### config.mk
export PLATFORM = sky130hd
export DESIGN_NAME = word_tokenizer_with_comments_unit
export DESIGN_NICKNAME = d
export VERILOG_FILES = /design/src/hdl/wtc_pkg.sv /design/src/hdl/word_tokenizer_with_comments_unit.sv /design/src/hdl/wtc_step.sv /design/src/hdl/wtc_rsp_buffer.sv
export SDC_FILE = /design/constraint.sdc
export NUM_CORES = 1
export LEC_CHECK = 0
export ABC_CLOCK_PERIOD_IN_PS = 4100
export BUFFER_PORTS_ARGS = -buffer_cell sky130_fd_sc_hd__buf_2
export CAP_MARGIN = 20
export CORE_ASPECT_RATIO = 1.75
export CORE_MARGIN = 4
export CORE_UTILIZATION = 35
export CTS_CLUSTER_DIAMETER = 120
export DETAILED_ROUTE_END_ITERATION = 12
export SLEW_MARGIN = 15
export SYNTH_ARGS = -nofsm -noshare
export SYNTH_HDL_FRONTEND = slang
export SYNTH_SLANG_ARGS = --single-unit
### constraint.sdc
create_clock -name clock -period 4.1 [get_ports clock]
set_input_delay 1.23 -clock clock [delete_from_list [all_inputs] [get_ports clock]]
set_output_delay 1.23 -clock clock [all_outputs]
set_load 0.02 [all_outputs]
### src/hdl/wtc_pkg.sv
`timescale 1ns / 1ps

package wtc_pkg;

   // Splitter set after reset: ; : { } [ ] ( ) , . @ = ! - + * % ^ & | backslash
   localparam logic [63:0] SPLIT_LOW_RESET  = 64'd3170674196552351744;
   localparam logic [63:0] SPLIT_HIGH_RESET = 64'd4035225268137230337;

   localparam int unsigned CSR_COUNT = 2;
   localparam int unsigned CSR_IDX_W = $clog2(CSR_COUNT);
   localparam logic [CSR_IDX_W-1:0] CSR_SPLIT_LOW  = 1'd0;
   localparam logic [CSR_IDX_W-1:0] CSR_SPLIT_HIGH = 1'd1;

   localparam logic [2:0] EV_BYTE     = 3'd1;
   localparam logic [2:0] EV_WEND     = 3'd2;
   localparam logic [2:0] EV_SPLIT    = 3'd3;
   localparam logic [2:0] EV_END      = 3'd4;
   localparam logic [2:0] EV_UNCLOSED = 3'd5;

   localparam logic [7:0] CH_SLASH = 8'h2F;
   localparam logic [7:0] CH_STAR  = 8'h2A;
   localparam logic [7:0] CH_NL    = 8'h0A;
   localparam logic [7:0] CH_CR    = 8'h0D;
   localparam logic [7:0] CH_TAB   = 8'h09;
   localparam logic [7:0] CH_SPACE = 8'h20;

   typedef enum logic [1:0] {
      MODE_NORMAL = 2'd0,
      MODE_LINE   = 2'd1,
      MODE_BLOCK  = 2'd2,
      MODE_STAR   = 2'd3
   } mode_type;

   typedef struct packed {
      mode_type    mode;
      logic        inside_word;
      logic        slash_pending;
      logic [31:0] line_count;
   } state_type;

   localparam state_type STATE_RESET = '{
      mode:          MODE_NORMAL,
      inside_word:   1'b0,
      slash_pending: 1'b0,
      line_count:    32'd1
   };

   typedef struct packed {
      logic        last_result;
      logic [31:0] line_number;
      logic [7:0]  token_byte;
      logic [2:0]  event_res;
   } result_type;

endpackage

### src/hdl/word_tokenizer_with_comments_unit.sv
`timescale 1ns / 1ps

// Word tokenizer with C-style comment removal. Each req transaction carries one text byte
// (or an end-of-stream marker on req_tlast) and yields zero, one or two rsp transactions:
// word bytes, word ends, one-character splitter tokens, end of stream, or an unclosed
// block comment error. A slash is held until the next byte shows whether it opens a
// comment, so that next byte may produce two results. With rsp_tready held high the block
// takes one byte per clock as long as each byte yields at most one result; a byte that
// yields two results sends both in turn on the single result port. req_tready drops while
// the results already queued plus those of the held byte would overflow the two-entry
// result queue; the queue count is taken as registered, without the result leaving in
// the same cycle, so in such a stream a two-result byte stalls the input. A byte
// is registered, and its results are queued, before they reach rsp. The splitter set is
// written through csr_ (index 0: bytes 0-63, index 1: bytes 64-127) while the stream is
// idle, a rule for the user that the block does not enforce. End of stream returns the
// scanner, including the line counter, to its reset state but keeps the splitter set.

module word_tokenizer_with_comments_unit (
   input  logic        clock,
   input  logic        reset,
   // input channel
   input  logic        req_tvalid,
   output logic        req_tready,
   input  logic [7:0]  req_tdata,   // [7:0] text_byte
   input  logic        req_tlast,   // end_of_input
   // result channel
   output logic        rsp_tvalid,
   input  logic        rsp_tready,
   output logic [47:0] rsp_tdata,   // [2:0] event_res, [10:3] token_byte,
                                    // [42:11] line_number, [47:43] zero
   output logic        rsp_tlast,   // last_result
   // configuration
   input  logic        csr_we,
   input  logic [wtc_pkg::CSR_IDX_W-1:0] csr_addr,
   input  logic [63:0] csr_wdata
);
   import wtc_pkg::*;

   // splitter set registers
   logic [63:0] split_low_ff;
   logic [63:0] split_high_ff;

   // input register
   logic        in_valid_ff, in_valid_in;
   logic [7:0]  in_byte_ff;
   logic        in_end_ff;

   // scanner state
   state_type   state_ff, state_in;

   // step results
   state_type   step_state;
   logic [1:0]  step_count;
   result_type  step_res0;
   result_type  step_res1;

   // result queue
   result_type  head;
   logic [1:0]  queue_count;
   logic        pop;
   logic        advance;
   logic        req_take;
   logic [2:0]  fill;

   // the step may retire only if the queue, as registered, can take all of its results
   assign fill      = {1'b0, queue_count} + {1'b0, step_count};
   assign advance   = in_valid_ff && (fill <= 3'd2);
   assign req_tready = !in_valid_ff || advance;
   assign req_take  = req_tvalid && req_tready;
   assign pop       = rsp_tvalid && rsp_tready;

   always_comb begin
      in_valid_in = in_valid_ff;
      if (advance) in_valid_in = 1'b0;
      if (req_take) in_valid_in = 1'b1;
      state_in = advance ? step_state : state_ff;
   end

   always_ff @(posedge clock) begin
      if (reset) begin
         in_valid_ff   <= 1'b0;
         state_ff      <= STATE_RESET;
         split_low_ff  <= SPLIT_LOW_RESET;
         split_high_ff <= SPLIT_HIGH_RESET;
      end else begin
         in_valid_ff <= in_valid_in;
         state_ff    <= state_in;
         if (csr_we) begin
            unique case (csr_addr)
               CSR_SPLIT_LOW:  split_low_ff  <= csr_wdata;
               CSR_SPLIT_HIGH: split_high_ff <= csr_wdata;
               default: ;
            endcase
         end
      end
      if (req_take) begin
         in_byte_ff <= req_tdata;
         in_end_ff  <= req_tlast;
      end
   end

   wtc_step u_step (
      .state        (state_ff),
      .text_byte    (in_byte_ff),
      .end_of_input (in_end_ff),
      .splitter_set ({split_high_ff, split_low_ff}),
      .state_next   (step_state),
      .res_count    (step_count),
      .res0         (step_res0),
      .res1         (step_res1)
   );

   wtc_rsp_buffer u_rsp_buffer (
      .clock      (clock),
      .reset      (reset),
      .push_count (advance ? step_count : 2'd0),
      .push0      (step_res0),
      .push1      (step_res1),
      .pop        (pop),
      .head       (head),
      .count      (queue_count)
   );

   assign rsp_tvalid = (queue_count != 2'd0);
   assign rsp_tdata  = {5'd0, head.line_number, head.token_byte, head.event_res};
   assign rsp_tlast  = head.last_result;

endmodule

### src/hdl/wtc_step.sv
`timescale 1ns / 1ps

module wtc_step (
   input  wtc_pkg::state_type  state,
   input  logic [7:0]          text_byte,
   input  logic                end_of_input,
   input  logic [127:0]        splitter_set,
   output wtc_pkg::state_type  state_next,
   output logic [1:0]          res_count,
   output wtc_pkg::result_type res0,
   output wtc_pkg::result_type res1
);
   import wtc_pkg::*;

   logic       is_space;
   logic       is_split;
   logic       word;
   logic       done;
   logic [1:0] cnt;
   result_type r;

   assign is_space = (text_byte == CH_NL) || (text_byte == CH_SPACE) ||
                     (text_byte == CH_CR) || (text_byte == CH_TAB);
   assign is_split = !text_byte[7] && splitter_set[text_byte[6:0]];

   always_comb begin
      state_next = state;
      cnt        = 2'd0;
      res0       = '0;
      res1       = '0;
      r          = '0;
      word       = state.inside_word;
      done       = 1'b0;
      r.line_number = state.line_count;

      if (end_of_input) begin
         if (state.mode == MODE_BLOCK || state.mode == MODE_STAR) begin
            r.event_res = EV_UNCLOSED;
            res0 = r;
            cnt  = 2'd1;
         end else begin
            if (state.mode == MODE_NORMAL && state.slash_pending) begin
               r.event_res  = EV_BYTE;
               r.token_byte = CH_SLASH;
               res0 = r;
               cnt  = 2'd1;
            end
            r.event_res  = EV_END;
            r.token_byte = 8'd0;
            if (cnt == 2'd0) res0 = r;
            else res1 = r;
            cnt = cnt + 2'd1;
         end
         state_next = STATE_RESET;
      end else begin
         unique case (state.mode)
            MODE_LINE: begin
               if (text_byte == CH_NL) begin
                  state_next.line_count = state.line_count + 32'd1;
                  state_next.mode       = MODE_NORMAL;
               end
            end
            MODE_BLOCK: begin
               if (text_byte == CH_NL) begin
                  state_next.line_count = state.line_count + 32'd1;
               end else if (text_byte == CH_STAR) begin
                  state_next.mode = MODE_STAR;
               end
            end
            MODE_STAR: begin
               if (text_byte == CH_NL) begin
                  state_next.line_count = state.line_count + 32'd1;
                  state_next.mode       = MODE_BLOCK;
               end else if (text_byte == CH_SLASH) begin
                  state_next.mode = MODE_NORMAL;
               end else if (text_byte != CH_STAR) begin
                  state_next.mode = MODE_BLOCK;
               end
            end
            default: begin
               state_next.mode          = MODE_NORMAL;
               state_next.slash_pending = 1'b0;
               if (state.slash_pending) begin
                  if (text_byte == CH_SLASH || text_byte == CH_STAR) begin
                     // comment opener: close any word and drop into comment mode
                     if (state.inside_word) begin
                        r.event_res = EV_WEND;
                        res0 = r;
                        cnt  = 2'd1;
                     end
                     word = 1'b0;
                     state_next.mode = (text_byte == CH_SLASH) ? MODE_LINE : MODE_BLOCK;
                     done = 1'b1;
                  end else begin
                     // the held slash was an ordinary word byte
                     r.event_res  = EV_BYTE;
                     r.token_byte = CH_SLASH;
                     res0 = r;
                     cnt  = 2'd1;
                     word = 1'b1;
                  end
               end
               if (!done) begin
                  r.token_byte = 8'd0;
                  if (is_space) begin
                     if (text_byte == CH_NL) begin
                        state_next.line_count = state.line_count + 32'd1;
                     end
                     if (word) begin
                        r.event_res = EV_WEND;
                        if (cnt == 2'd0) res0 = r;
                        else res1 = r;
                        cnt = cnt + 2'd1;
                     end
                     word = 1'b0;
                  end else if (text_byte == CH_SLASH) begin
                     state_next.slash_pending = 1'b1;
                  end else begin
                     r.event_res  = is_split ? EV_SPLIT : EV_BYTE;
                     r.token_byte = text_byte;
                     if (cnt == 2'd0) res0 = r;
                     else res1 = r;
                     cnt  = cnt + 2'd1;
                     word = !is_split;
                  end
               end
               state_next.inside_word = word;
            end
         endcase
      end

      if (cnt == 2'd1) res0.last_result = 1'b1;
      if (cnt == 2'd2) res1.last_result = 1'b1;
   end

   assign res_count = cnt;

endmodule

### src/hdl/wtc_rsp_buffer.sv
`timescale 1ns / 1ps

module wtc_rsp_buffer (
   input  logic                clock,
   input  logic                reset,
   input  logic [1:0]          push_count,
   input  wtc_pkg::result_type push0,
   input  wtc_pkg::result_type push1,
   input  logic                pop,
   output wtc_pkg::result_type head,
   output logic [1:0]          count
);
   import wtc_pkg::*;

   // two-entry queue: slot0 is the head, entries shift down on pop
   result_type slot0_ff, slot0_in;
   result_type slot1_ff, slot1_in;
   logic [1:0] count_ff, count_in;
   logic [1:0] rem_count;
   result_type rem0;

   always_comb begin
      rem_count = count_ff - {1'b0, pop};
      rem0      = pop ? slot1_ff : slot0_ff;
      slot0_in  = (rem_count != 2'd0) ? rem0 : push0;
      if (rem_count == 2'd2) slot1_in = slot1_ff;
      else if (rem_count == 2'd1) slot1_in = push0;
      else slot1_in = push1;
      count_in = rem_count + push_count;
   end

   always_ff @(posedge clock) begin
      if (reset) begin
         count_ff <= 2'd0;
      end else begin
         count_ff <= count_in;
      end
      slot0_ff <= slot0_in;
      slot1_ff <= slot1_in;
   end

   assign head  = slot0_ff;
   assign count = count_ff;

endmodule
* After elaboration in Yosys (flattened, before gate mapping) *
Cells that the tools add are included.

storage, ports and cells
  flip-flop bits (word level) = 264
  bits of input ports = 79
  word-level logic and storage cells = 154

cells by class
  muxes and demuxes = 79
  reduce and logical (&&, ||, !) cells = 27
  order comparisons = 2
  bitwise logic cells = 1
  equality and inequality tests = 21
  $add $sub $neg = 6

operators with widths
  kind                     count
  $mux W44                 18
  $mux W43                 9
  $mux W32                 3
  $mux W2                  24
  $mux W36                 1
  $mux W33                 1
  $add A32 B1 Y32 const B  1
  $eq A8 B4 Y1 const B     3
  $eq A8 B6 Y1 const B     3
  $mux W1                  21
  $ne A3 B3 Y1 const B     3
  $eq A2 B2 Y1 const B     4
  $lt A7 B8 Y1 const B     1
  $ne A8 B6 Y1 const B     1
  $bmux W1 S7              1
  $eq A2 B1 Y1 const B     3
  $logic_not A2 Y1         3
  $logic_or A1 B1 Y1       6
  $pmux W2 S3              1
  $reduce_and A2 Y1        3
  $reduce_bool A2 Y1       3
  $logic_and A1 B1 Y1      5
  $ne A5 B4 Y1 const B     1
  $reduce_and A5 Y1        1
  12 further kinds         16

* Depth between registers and ports, before layout *
  word-level depth = 18
  gate-level depth with buffers = 19

* By module *
From an unflattened synthesis, not the netlist that was laid out.

unflattened totals
  cells, all modules = 1,386
  area total of the unflattened synthesis = 13,676.9 um^2

by module, submodules not included
  module                             times used  seq. area each (um^2)  area each (um^2)  cells an instance
  word_tokenizer_with_comments_unit  1           3,573.4                6,482.5           749
  wtc_rsp_buffer                     1           2,682.6                4,209.0           201
  wtc_step                           1           0.0                    2,985.4           436

* Worst setup path after synthesis *
OpenSTA, ideal clock, no wires.

  kind = reg2out
  start = register in_byte_ff[3]
  end = output req_tready
  buffers on the path = 1
  stages on the path, launching flop included = 14
  data required time = 2.870 ns
  arrival time = 2.766 ns
  setup slack = 0.104 ns
  path through = edfxtp_1 > buf_2 > nor3b_1 > o211ai_2 > a211oi_1 > or3_1 > a21boi_0 > o21ai_1 > inv_1 > ha_1 > inv_1 > fa_1 > o21ai_0 > nand2_1

between the ends
  cells in the longest elaborated chain, start to end = 16
  elaborated cells on any way between the ends = 33
  those cells by class = add/sub: 2; order compare: 1; eq/ne: 6; mux: 18; reduce/logical: 6

ends and longest elaborated chain
  item                                    RTL line                                 text
  start: declaration                      word_tokenizer_with_comments_unit.sv:45  logic [7:0] in_byte_ff;
  start signal: assignment                word_tokenizer_with_comments_unit.sv:97  in_byte_ff <= req_tdata;
  $eq A8 B6 Y1, on equally long branches  wtc_step.sv:84, wtc_step.sv:116
  $logic_or A1 B1 Y1                      wtc_step.sv:84                           if (text_byte == CH_SLASH || text_byte == CH_STAR) begin
  $mux W1                                 wtc_step.sv:84
  $mux W2                                 wtc_step.sv:83                           if (state.slash_pending) begin
  $mux W2                                 wtc_step.sv:56                           unique case (state.mode)
  $mux W2                                 wtc_step.sv:36                           if (end_of_input) begin
  $add A2 B1 Y2                           wtc_step.sv:113, wtc_step.sv:123
  $mux W2, on equally long branches       wtc_step.sv:116, wtc_step.sv:109
  $mux W2                                 wtc_step.sv:105                          if (is_space) begin
  $mux W2 (*)                             wtc_step.sv:103                          if (!done) begin
  $mux W2 (*)                             wtc_step.sv:56
  $mux W2 (*)                             wtc_step.sv:36
  $add A2 B2 Y3 (*)                       word_tokenizer_with_comments_unit.sv:66  assign fill = {1'b0, queue_count} + {1'b0, step_count};
  $le A3 B2 Y1 (*)                        word_tokenizer_with_comments_unit.sv:67  assign advance = in_valid_ff && (fill <= 3'd2);
  $logic_and A1 B1 Y1 (*)                 word_tokenizer_with_comments_unit.sv:67
  $logic_or A1 B1 Y1 (*)                  word_tokenizer_with_comments_unit.sv:68  assign req_tready = !in_valid_ff || advance;
  end: declaration                        word_tokenizer_with_comments_unit.sv:23  output logic req_tready,

Every way passes the cells marked *; elsewhere a longest branch is shown, timed or not. The select of a mux whose other input is x is not followed.

* Final worst setup path *
Ends and elaborated chain as after synthesis.

==> metrics <==
DP Cell Count around 1800; Setup crit start kind register; top_reg_cell synth dfxtp_1; peak supply drop roughly 0.00037 V; R2R Path Start in_byte_ff[3]$_DFFE_PP_; Setup crit end req_tready; Worst Path Class, Setup register to primary output; Max-slew headroom a little over two fifths; Post-Syn Instances roughly 1300; DRT iter0 DRCs roughly 480; Die Ht approximately 250 um; Seq/Total Area, Yosys a little over half; GPL Wtd Cong approximately 0.88; RSZ-0062 raised after global routing true; Initial Utilization about 36%; total global-route track usage 16.3%; drt drc 0; Max-Cap Viols 0; Remaining Overflow, GRT 0; FF+latch count, synth around 260; final net count approximately 1500; vias in the first global route a little over 9000; Worst Path Max Fanout 5; Clock Path Buffers 3; average wire per standard cell 16.7 um; initial antenna violation count 1; global-route wire length before repair around 49 mm; fmax around 0.23 GHz; post-synthesis cell type count 67; Design Area, Final between 0.01 and 0.015 mm^2; Worst Path Arrival around 3.2 ns; Post-Route WL just over 30 mm; largest net degree at the start of global routing roughly 110; leakage power 5.32 nW; Port Buffers ~120; r2r setup slk around 0.32 ns; failing checks negative setup slack; clock latency on the worst-skew pair 0.53 ns; commonest non-fill, non-tap cell in the layout nand2_1; Filler cells roughly 3300; Layout Cells excl Fill roughly 1900; Least-Margin Pin Slew about 0.87 ns; antenna-violating nets left 0; H-tree Lvls 1; clock skew slightly below 0.009 ns; drt pass-1 iters 5; Reg clk slew, reported paths roughly 0.060 ns; Util after Layout roughly 42%; vias per inst between 4 and 5; # IOs 130; crit share post-route 108%; Max Slew Vio Count 0; Yosys warnings 0; CTS Sinks 264; hpwl dp about 22 mm; final setup margin -0.342 ns; core area approximately 0.033 mm^2; CTS tree built; crit end category primary output; Hold Fails Final Rpt 0; WP data required between 2 and 3 ns; async set-reset flop share out of synthesis 0%; site row count 88; overall power about 8.5 mW; syn_area_per_cell 9.38 um^2; R2R depth 17; Final min period 4.44 ns; Setup crit start in_byte_ff[3]$_DFFE_PP_; setup violators final 1; placed inst area 0.0131 mm^2; Post-synth EDFFs 97; class of the worst hold path register to register; Cell Area, Synth 0.0118 mm^2; status finished with violations; width of the die ~150 um; routed via count a little over 9000; clock root cell clkbuf_16; P&R area growth vs syn 17.9%; die area around 0.037 mm^2; ratio of cells with drive above 1 in the final layout 21.1%; reg-to-reg endpoint state_ff[22]$_SDFFE_PP0P_; hold_buf cts 0; PwrDens just over 600 mW/mm^2; TritonCTS buffer count 25; most frequent cells in the layout nand2_1, dfxtp_1, a21oi_1
-- flip-flops by register name (all words and copies together) (netlist names) --
register,count
split_high_ff,64
split_low_ff,64
u_rsp_buffer.head,44
u_rsp_buffer.slot1_ff,44
state_ff,36
in_byte_ff,8
u_rsp_buffer.count,2
in_end_ff,1
in_valid_ff,1
-- timing repair --
| action | CTS | global route |
|---|---|---|
| resized for setup | 5 | 5 |
| pin swaps | 2 | 1 |
| setup buffers | 1 | 5 |
| endpoints found under the setup margin | 1 | 32 |
-- kinds of logic (layout without fill, tap and decap cells) --
logic type      after synthesis  count (layout)  share of synthesized area (%)
compound gates              242             242                           11.9
other cells                   1               7                         0.0317
flops                       264             264                           52.9
xor+xnor                     25              25                           1.85
fa+ha+maj                     5               5                          0.592
simple gates                567             567                           21.9
mux                          47              47                           6.59
buf+inv                     110             250                           4.21
-- routing by layer --
layer | track usage (%) | wire length (um) | vias up
li1 | - | - | 4591
met1 | 17.6 | 11500 | 4355
met2 | 32.3 | 17400 | 174
met3 | 2.06 | 1150 | 52
met4 | 5.41 | 856 | 2
met5 | 0 | 8 | -
-- metrics by stage --
stage	setup TNS (ns)	hold WS, ns	worst slack [ns]
6_report	-0.342	0.452	-0.342
2_1_floorplan	0	0.432	0.104
4_1_cts	-0.371	0.454	-0.371
5_1_grt	-0.495	0.466	-0.495
3_5_place_dp	-0.0165	0.445	-0.0165
3_3_place_gp	-0.00656	0.438	-0.00656
-- power by group --
group | switching, mW | total (mW) | internal, mW
registers | 0.133 | 3.58 | 3.45
clock network | 0.989 | 2.29 | 1.30
logic | 1.86 | 2.62 | 0.759
-- worst min path at each step --
stage	cells after the start	to	startpoint	slack, ns
2_1_floorplan	2	split_low_ff[46]$_SDFFE_PP1P_	split_low_ff[46]$_SDFFE_PP1P_	0.43
3_3_place_gp	2	split_low_ff[39]$_SDFFE_PP0P_	split_low_ff[39]$_SDFFE_PP0P_	0.44
3_5_place_dp	2	split_low_ff[10]$_SDFFE_PP0P_	split_low_ff[10]$_SDFFE_PP0P_	0.44
4_1_cts	2	split_low_ff[10]$_SDFFE_PP0P_	split_low_ff[10]$_SDFFE_PP0P_	0.45
5_1_grt	2	split_low_ff[10]$_SDFFE_PP0P_	split_low_ff[10]$_SDFFE_PP0P_	0.47
6_report	2	split_low_ff[19]$_SDFFE_PP0P_	split_low_ff[19]$_SDFFE_PP0P_	0.45
-- area by class of cell --
class,instances,area (um^2),area share (%)
antenna,2,5.00,0.0359
clock buffer,32,682,4.89
clock inverter,13,119,0.852
inverter,23,86.3,0.619
multi-input combinational,891,5140,36.8
sequential,264,6260,44.8
tap,450,563,4.04
timing repair buffer,182,1110,7.93
-- synth_stat cells, types with 3 or more instances --
cell type | number | area [um^2]
nand2_1 | 363 | 1360
dfxtp_1 | 167 | 3340
a21oi_1 | 132 | 661
edfxtp_1 | 97 | 2910
nor2_1 | 56 | 210
o21ai_0 | 55 | 275
clkbuf_1 | 54 | 203
and2_1 | 37 | 231
inv_1 | 23 | 86.3
mux4_2 | 23 | 518
nand3b_1 | 22 | 165
nand3_1 | 21 | 105
xnor2_1 | 18 | 158
mux2_2 | 17 | 191
buf_2 | 15 | 75.1
o31ai_1 | 14 | 105
nor2b_1 | 10 | 62.6
or3_1 | 10 | 62.6
buf_4 | 9 | 67.6
nand4_1 | 9 | 56.3
mux2i_1 | 7 | 70.1
nor3_1 | 7 | 35.0
xor2_1 | 7 | 61.3
a221oi_1 | 6 | 52.6
and3_1 | 6 | 37.5
and4_1 | 6 | 52.6
a22oi_1 | 5 | 37.5
nor3_2 | 5 | 50.1
buf_6 | 4 | 45.0
ha_1 | 4 | 50.1
buf_1 | 3 | 11.3
o211ai_1 | 3 | 22.5
-- critical path: stages, from the launching register on --
cell and delay (ns):
edfxtp_1 0.46, and3b_1 0.21, o211ai_2 0.17, a211oi_2 0.10, or3_1 0.37, a21boi_2 0.16
o21ai_2 0.07, inv_1 0.07, ha_1 0.13, inv_1 0.05, fa_1 0.48, o21ai_2 0.16
nand2_1 0.10, buf_6 0.14
No activity file was read; power rests on OpenSTA's default activity.
